### config.mk
export PLATFORM = sky130hd
export DESIGN_NAME = life_generation_row_stencil
export DESIGN_NICKNAME = d
export VERILOG_FILES = /design/src/rtl/core/lgr_pkg.sv /design/src/rtl/core/lgr_lane.sv /design/src/rtl/core/lgr_stencil.sv /design/src/rtl/core/life_generation_row_stencil.sv
export SDC_FILE = /design/constraint.sdc
export NUM_CORES = 2
export LEC_CHECK = 0
export ABC_CLOCK_PERIOD_IN_PS = 9950
export BUFFER_PORTS_ARGS = -buffer_cell sky130_fd_sc_hd__buf_2
export CORE_MARGIN = 10
export CORE_UTILIZATION = 69
export CTS_CLUSTER_SIZE = 10
export DETAILED_ROUTE_END_ITERATION = 6
export PLACE_DENSITY = 0.88
export SETUP_SLACK_MARGIN = 0.3
export SYNTH_ARGS = -nofsm -noshare
export SYNTH_HDL_FRONTEND = slang
export SYNTH_HIERARCHICAL = 1
export SYNTH_SLANG_ARGS = --single-unit
### constraint.sdc
create_clock -name i_clk -period 9.95 [get_ports i_clk]
set_clock_uncertainty 0.05 [all_clocks]
set_input_delay 1.99 -clock i_clk [delete_from_list [all_inputs] [get_ports i_clk]]
set_output_delay 1.99 -clock i_clk [all_outputs]
set_load 0.01 [all_outputs]
### src/rtl/core/lgr_pkg.sv
// Shared types and constants for the Life generation row stencil.
package lgr_pkg;

    localparam int unsigned LGR_WORD_W = 64;
    localparam int unsigned LGR_ROWS_W = 16;
    localparam int unsigned LGR_COLS_W = 7;
    localparam int unsigned LGR_ADDR_W = 3;
    localparam int unsigned LGR_DATA_W = 32;

    // Output queue: two entries can enter per word, so keep four.
    localparam int unsigned LGR_Q_DEPTH = 4;
    localparam int unsigned LGR_Q_PTR_W = 2;
    localparam int unsigned LGR_Q_CNT_W = 3;

    // Register index, taken from paddr[2].
    localparam logic REG_NUM_ROWS = 1'b0;
    localparam logic REG_NUM_COLS = 1'b1;

    localparam logic [LGR_ROWS_W-1:0] NUM_ROWS_RESET = 16'd64;
    localparam logic [LGR_COLS_W-1:0] NUM_COLS_RESET = 7'd64;

    // Life rule constants (B3/S23).
    localparam logic [3:0] BIRTH_COUNT   = 4'd3;
    localparam logic [3:0] SURVIVE_COUNT = 4'd2;

    typedef struct packed {
        logic [LGR_WORD_W-1:0] next_row;
        logic [LGR_ROWS_W-1:0] row_number;
        logic                  frame_done;
    } t_result;

endpackage

### src/rtl/core/lgr_lane.sv
// One column of the Life rule: 3x3 neighborhood in, next cell state out.
module lgr_lane
    import lgr_pkg::*;
(
    input  logic [2:0] i_up,
    input  logic [2:0] i_mid,
    input  logic [2:0] i_down,
    output logic       o_alive
);

    logic [3:0] count;

    // Bit 0 is the column to the left, bit 2 the column to the right.
    assign count = 4'(i_up[0]) + 4'(i_up[1]) + 4'(i_up[2])
                 + 4'(i_mid[0]) + 4'(i_mid[2])
                 + 4'(i_down[0]) + 4'(i_down[1]) + 4'(i_down[2]);

    assign o_alive = (count == BIRTH_COUNT) || (i_mid[1] && (count == SURVIVE_COUNT));

endmodule

### src/rtl/core/lgr_stencil.sv
// Row of Life lanes with dead borders and the merge that masks the active width.
module lgr_stencil
    import lgr_pkg::*;
#(
    parameter int unsigned ROW_WIDTH = 64
) (
    input  logic [ROW_WIDTH-1:0] i_up,
    input  logic [ROW_WIDTH-1:0] i_mid,
    input  logic [ROW_WIDTH-1:0] i_down,
    input  logic [ROW_WIDTH-1:0] i_mask,
    output logic [ROW_WIDTH-1:0] o_next
);

    logic [ROW_WIDTH+1:0] up_pad;
    logic [ROW_WIDTH+1:0] mid_pad;
    logic [ROW_WIDTH+1:0] down_pad;
    logic [ROW_WIDTH-1:0] lane_alive;

    // Drop columns beyond the active width, then pad a dead cell on each side of the row.
    assign up_pad   = {1'b0, i_up & i_mask,   1'b0};
    assign mid_pad  = {1'b0, i_mid & i_mask,  1'b0};
    assign down_pad = {1'b0, i_down & i_mask, 1'b0};

    for (genvar c = 0; c < ROW_WIDTH; c++) begin : g_lane
        lgr_lane u_lane (
            .i_up    (up_pad[c+2:c]),
            .i_mid   (mid_pad[c+2:c]),
            .i_down  (down_pad[c+2:c]),
            .o_alive (lane_alive[c])
        );
    end

    assign o_next = lane_alive & i_mask;

endmodule

### src/rtl/core/life_generation_row_stencil.sv
// Top level: row line registers, two lane stencils, output queue and config port.
//
//  channel | direction | handshake                | payload
//  --------+-----------+--------------------------+------------------------------------------
//  in      | input     | i_in_valid / o_in_ready  | i_cell_row
//  out     | output    | o_out_valid / i_out_ready| o_next_row, o_row_number, o_frame_done
//  cfg     | input     | psel, penable, pready    | paddr, pwdata, pwrite, prdata
//
// One row word is taken per cycle while o_in_ready is high; both stencils evaluate the word
// in the cycle it is taken. A row gives its result when the next word is taken; the last
// word of a frame also gives its own row's result, so it can queue two. Results pass through
// a four-entry queue, and o_in_ready drops only while it holds more than two results.
// Reset (synchronous, i_rst_n low) clears the row registers, row counter and queue.
module life_generation_row_stencil
    import lgr_pkg::*;
#(
    parameter int unsigned ROW_WIDTH = 64
) (
    input  logic                  i_clk,
    input  logic                  i_rst_n,
    input  logic                  i_in_valid,
    output logic                  o_in_ready,
    input  logic [LGR_WORD_W-1:0] i_cell_row,
    output logic                  o_out_valid,
    input  logic                  i_out_ready,
    output logic [LGR_WORD_W-1:0] o_next_row,
    output logic [LGR_ROWS_W-1:0] o_row_number,
    output logic                  o_frame_done,
    input  logic                  psel,
    input  logic                  penable,
    input  logic                  pwrite,
    input  logic [LGR_ADDR_W-1:0] paddr,
    input  logic [LGR_DATA_W-1:0] pwdata,
    output logic [LGR_DATA_W-1:0] prdata,
    output logic                  pready
);

    // Configuration registers
    logic [LGR_ROWS_W-1:0] r_num_rows;
    logic [LGR_COLS_W-1:0] r_num_cols;
    logic                  cfg_write;

    assign pready    = 1'b1;
    assign cfg_write = psel && penable && pwrite;

    always_ff @(posedge i_clk) begin
        if (!i_rst_n) begin
            r_num_rows <= NUM_ROWS_RESET;
            r_num_cols <= NUM_COLS_RESET;
        end else if (cfg_write) begin
            case (paddr[2])
                REG_NUM_ROWS: r_num_rows <= pwdata[LGR_ROWS_W-1:0];
                REG_NUM_COLS: r_num_cols <= pwdata[LGR_COLS_W-1:0];
                default: ;
            endcase
        end
    end

    always_comb begin
        case (paddr[2])
            REG_NUM_ROWS: prdata = LGR_DATA_W'(r_num_rows);
            REG_NUM_COLS: prdata = LGR_DATA_W'(r_num_cols);
            default:      prdata = '0;
        endcase
    end

    // Active width mask
    logic [LGR_COLS_W-1:0] width_act;
    logic [LGR_WORD_W-1:0] mask_word;
    logic [ROW_WIDTH-1:0]  mask;

    assign width_act = (r_num_cols > LGR_COLS_W'(ROW_WIDTH)) ? LGR_COLS_W'(ROW_WIDTH)
                                                             : r_num_cols;

    always_comb begin
        for (int i = 0; i < LGR_WORD_W; i++) begin
            mask_word[i] = (LGR_COLS_W'(i) < width_act);
        end
    end

    assign mask = mask_word[ROW_WIDTH-1:0];

    // Row line registers
    logic [ROW_WIDTH-1:0]  r_row_above, n_row_above;
    logic [ROW_WIDTH-1:0]  r_row_middle, n_row_middle;
    logic [LGR_ROWS_W-1:0] r_row_counter, n_row_counter;
    logic [ROW_WIDTH-1:0]  row_in;
    logic [LGR_ROWS_W-1:0] last_row;
    logic                  in_accept;
    logic                  emit_main;
    logic                  emit_flush;
    logic [ROW_WIDTH-1:0]  flush_up;
    logic [ROW_WIDTH-1:0]  main_next;
    logic [ROW_WIDTH-1:0]  flush_next;

    assign in_accept  = i_in_valid && o_in_ready;
    assign row_in     = i_cell_row[ROW_WIDTH-1:0] & mask;
    assign last_row   = (r_num_rows > LGR_ROWS_W'(1)) ? r_num_rows - LGR_ROWS_W'(1) : '0;
    assign emit_main  = (r_row_counter != '0);
    assign emit_flush = (r_row_counter >= last_row);
    // The flush row sees the rows as they stand after this word shifts in.
    assign flush_up   = emit_main ? r_row_middle : '0;

    lgr_stencil #(.ROW_WIDTH(ROW_WIDTH)) u_main (
        .i_up   (r_row_above),
        .i_mid  (r_row_middle),
        .i_down (row_in),
        .i_mask (mask),
        .o_next (main_next)
    );

    lgr_stencil #(.ROW_WIDTH(ROW_WIDTH)) u_flush (
        .i_up   (flush_up),
        .i_mid  (row_in),
        .i_down ('0),
        .i_mask (mask),
        .o_next (flush_next)
    );

    always_comb begin
        n_row_above   = r_row_above;
        n_row_middle  = r_row_middle;
        n_row_counter = r_row_counter;
        if (in_accept) begin
            if (emit_flush) begin
                n_row_above   = '0;
                n_row_middle  = '0;
                n_row_counter = '0;
            end else begin
                n_row_above   = flush_up;
                n_row_middle  = row_in;
                n_row_counter = r_row_counter + LGR_ROWS_W'(1);
            end
        end
    end

    always_ff @(posedge i_clk) begin
        if (!i_rst_n) begin
            r_row_above   <= '0;
            r_row_middle  <= '0;
            r_row_counter <= '0;
        end else begin
            r_row_above   <= n_row_above;
            r_row_middle  <= n_row_middle;
            r_row_counter <= n_row_counter;
        end
    end

    // Output queue
    t_result                q_mem [LGR_Q_DEPTH];
    logic [LGR_Q_PTR_W-1:0] r_wr_ptr, n_wr_ptr;
    logic [LGR_Q_PTR_W-1:0] r_rd_ptr, n_rd_ptr;
    logic [LGR_Q_CNT_W-1:0] r_count, n_count;
    t_result                res_main;
    t_result                res_flush;
    t_result                ent0;
    logic [1:0]             push_n;
    logic                   pop;

    assign res_main.next_row    = LGR_WORD_W'(main_next);
    assign res_main.row_number  = r_row_counter - LGR_ROWS_W'(1);
    assign res_main.frame_done  = 1'b0;
    assign res_flush.next_row   = LGR_WORD_W'(flush_next);
    assign res_flush.row_number = r_row_counter;
    assign res_flush.frame_done = 1'b1;

    assign ent0   = emit_main ? res_main : res_flush;
    assign push_n = in_accept ? (2'(emit_main) + 2'(emit_flush)) : 2'd0;
    assign pop    = o_out_valid && i_out_ready;

    assign n_wr_ptr = r_wr_ptr + LGR_Q_PTR_W'(push_n);
    assign n_rd_ptr = r_rd_ptr + LGR_Q_PTR_W'(pop);
    assign n_count  = r_count + LGR_Q_CNT_W'(push_n) - LGR_Q_CNT_W'(pop);

    always_ff @(posedge i_clk) begin
        if (push_n != 2'd0) begin
            q_mem[r_wr_ptr] <= ent0;
        end
        if (push_n == 2'd2) begin
            q_mem[r_wr_ptr + LGR_Q_PTR_W'(1)] <= res_flush;
        end
    end

    always_ff @(posedge i_clk) begin
        if (!i_rst_n) begin
            r_wr_ptr <= '0;
            r_rd_ptr <= '0;
            r_count  <= '0;
        end else begin
            r_wr_ptr <= n_wr_ptr;
            r_rd_ptr <= n_rd_ptr;
            r_count  <= n_count;
        end
    end

    // Hold off input unless two free entries remain.
    assign o_in_ready   = (r_count <= LGR_Q_CNT_W'(LGR_Q_DEPTH - 2));
    assign o_out_valid  = (r_count != '0);
    assign o_next_row   = q_mem[r_rd_ptr].next_row;
    assign o_row_number = q_mem[r_rd_ptr].row_number;
    assign o_frame_done = q_mem[r_rd_ptr].frame_done;

    a_count_bound: assert property (@(posedge i_clk) disable iff (!i_rst_n)
        r_count <= LGR_Q_CNT_W'(LGR_Q_DEPTH))
        else $error("output queue count exceeds depth");

    a_flush_clears: assert property (@(posedge i_clk) disable iff (!i_rst_n)
        in_accept && emit_flush |=> r_row_counter == '0 && r_row_middle == '0
                                    && r_row_above == '0)
        else $error("frame end did not clear row state");

    a_flush_visible: assert property (@(posedge i_clk) disable iff (!i_rst_n)
        in_accept && emit_flush |=> o_out_valid)
        else $error("frame end result not queued");

    a_two_results: assert property (@(posedge i_clk) disable iff (!i_rst_n)
        in_accept && emit_main && emit_flush && !pop |=> r_count == $past(r_count) + 3'd2)
        else $error("last row did not queue two results");

    a_pop_only: assert property (@(posedge i_clk) disable iff (!i_rst_n)
        pop && !in_accept |=> r_count == $past(r_count) - 3'd1)
        else $error("queue count wrong after pop");

endmodule

==> run metrics <==
status=complete, no violations; core area=0.07432 mm2; Placed Instances=approximately 6500; WP data required=roughly 10 ns; Switching Share=0.4111; routed length on met3=roughly 12 mm; # hold bufs at CTS=0; leading post-synthesis cells by instance count=inv_1, and2_1, fa_1; WS Path Type=reg2reg; CTS max path bufs=3; Avg Cell Area, Syn=9.547 um2; Power, Total=around 0.009 W; I/O pin count=between 200 and 250; layout cells sized above 1=0.08218; Vias/cell=about 6; fmax=roughly 140 MHz; Unique masters post-synth=65; Die Outline Area=roughly 0.086 mm2; combinational share of power=0.501; remaining antenna violation count after routing=0; GRT Residual Overflow=0; root buffer cell=clkbuf_16; post-layout minimum cycle time=7.146 ns; slew margin rel.=0.1334; Clock power frac=0.225; setup violators final=0; endpoint class of the critical path=flop; Detailed Routing Iterations Pass 1=7; total negative setup slack=0 ns; DR WL/cell=19.79 um; hpwl dp=approximately 97 mm; row cnt=100; vias in the first global route=between 40000 and 50000; Starting Density=0.6954; largest net degree at the start of global routing=81; GRT Total Usage=0.3038; LEAKAGE=~26 nW; worst min path class=reg2reg; wirelength, routed=roughly 130 mm; top-count cell post-synth=inv_1; register area share after synthesis=0.2549; Max Slew Vio Count=0; Post-synth EDFFs=between 300 and 400; Post-Syn Area=0.05168 mm2; PortBufs=roughly 190; Layout Area Growth over Synthesis=7.118%; routability cong.=around 0.96; endpoints failing hold=0; worst-skew pair later-pin latency=0.63 ns; Max VDD drop=~0.13 mV; chip height=roughly 290 um; unrepaired setup endpoints after global routing=false; Placed Area=about 0.054 mm2; Critical Path AT=around 7.4 ns; cells resized by post-CTS repair=0; design area=between 0.05 and 0.06 mm2; first-pass GRT wire length=210.9 mm; top routing layer in use=met5; vias after detailed routing=a little under 40000; Non-Filler Instances=6619; post-layout util=0.7448; async set or reset register ratio after synthesis=0; WL met1=between 40 and 50 mm; clock buffer count from CTS=59; H-tree depth=2; nets@finish=~6600; Fillers=between 5000 and 6000; pwr dens=roughly 160 mW/mm2; CP Launch Type=flop; Max Cap Viol=0; Post-CTS Setup Repair Bufs=0; sequential share of power=0.274; Synth Register Bits=roughly 500; Sink Count=about 500; CP max FO=48; TritonCTS clock tree=done; Synth area leader=fa_1; Synth area leaders=fa_1, edfxtp_1, inv_1, ha_1, and2_1; fin crit share=0.7182; DR WL met2=approximately 62 mm; cell count after synthesis=5413; DRC violations left=0; Clock transition at path regs=0.06 ns; initial DRC count=about 3500; post-synth top area share=0.1987; Worst-Margin Slew=~1.3 ns; internal power=roughly 0.0053 W; Synth Flop Type=edfxtp_1; initial antenna violation count=8; Psw=roughly 0.0037 W; Syn. warnings=6; Chip Width=approximately 290 um
==> registers in the layout (all words and copies together), names as in the netlist <==
signal / cells
r_row_counter: 16
r_count: 3
r_row_above: 64
q_mem: 324
r_rd_ptr: 2
r_wr_ptr: 2
r_num_cols: 7
r_num_rows: 16
r_row_middle: 64
==> power by group through the flow <==
stage               combinational (W)  clock [W]  sequential [W]
floorplan                     0.00322          0         0.00242
global placement              0.00411          0         0.00248
detailed placement            0.00436          0         0.00249
CTS                           0.00443    0.00202         0.00245
global route                  0.00505    0.00211         0.00247
finish                        0.00449    0.00202         0.00245
==> critical path, stage by stage (launching register included) <==
cell and delay (ns):
dfxtp_1 0.39, or4_1 0.63, nor4_1 0.49, nand2_1 0.38, nand2_1 0.24, ha_1 0.27, and3_1 0.21, a221o_1 0.35
o2bb2ai_1 0.22, nor2_1 0.15, nand2_1 0.11, ha_1 0.31, nor2b_1 0.29, nand4_1 0.91, nand2_4 1.13, buf_4 0.62
==> worst paths after layout <==
| kind | start | end | slack [ns] | cells past startpoint |
|---|---|---|---|---|
| setup / recovery | r_num_rows[8] | q_mem[2][55] | 2.80 | 15 |
| hold / removal | q_mem[3][0] | q_mem[3][0] | 0.41 | 1 |
| setup reg to reg | r_num_rows[8] | q_mem[2][55] | 2.80 | 15 |
| hold reg to reg | q_mem[3][0] | q_mem[3][0] | 0.41 | 1 |
==> kinds of logic after synthesis <==
family	synth area share
AO/OA/AOI/OAI	0.1431
flip-flops	0.2549
multiplexers	0.03680
other	0.0002904
XOR/XNOR	0.004915
adder cells (fa/ha/maj)	0.2980
buffers and inverters	0.1218
AND/OR/NAND/NOR	0.1402
==> cell usage in the layout, fill, tap and decap left out, types with 5 or more instances in the layout <==
cell type	netlist	final
inv_1	1428	1428
and2_1	646	646
fa_1	513	513
ha_1	410	410
a22o_1	385	385
edfxtp_1	320	320
a21oi_1	242	242
buf_2	47	186
o21ai_0	183	183
dfxtp_1	178	176
nand2_1	156	152
nand3_1	97	97
conb_1	4	93
mux4_2	81	81
or2_0	79	79
a31oi_1	61	61
clkbuf_16	0	59
o211a_1	51	51
a211oi_2	50	50
or2_1	49	49
nand3b_1	49	49
nor2_1	42	41
clkbuf_1	91	39
buf_4	33	35
nor3_1	25	24
xnor2_1	17	17
nor2b_1	16	16
nand4_1	15	15
xor2_1	12	12
a21o_1	12	12
o21bai_1	11	11
nand2b_1	10	10
or3_1	10	10
nor4_1	9	8
or2_2	7	7
mux2_2	6	6
nor2_4	1	6
o21ai_1	5	5
==> final cells by class <==
cell class / count / area [um2] / share of cell area
clock inverters: 7 / 65.06 / 0.001175
multi-input cells: 3388 / 32650 / 0.5898
diodes: 4 / 10.01 / 0.0001808
repair buffers: 221 / 1194 / 0.02156
clock buffers: 102 / 1678 / 0.03031
inverters: 1430 / 5368 / 0.09696
well taps: 969 / 1212 / 0.02190
flip-flops and latches: 498 / 13180 / 0.2381
==> routing by layer <==
| layer | up-vias | track usage |
|---|---|---|
| li1 | 17930 | - |
| met1 | 19234 | 0.3704 |
| met2 | 1985 | 0.5079 |
| met3 | 490 | 0.06418 |
| met4 | 10 | 0.1507 |
| met5 | - | 0 |
==> per-stage QoR <==
step	setup slack, ns	hold WS, ns
finish	2.804	0.4070
detailed placement	3.235	0.3922
global route	2.566	0.4249
CTS	3.056	0.4068
global placement	3.380	0.3790
floorplan	3.960	0.3706
Note: power is estimated with default switching activity, not from simulation.
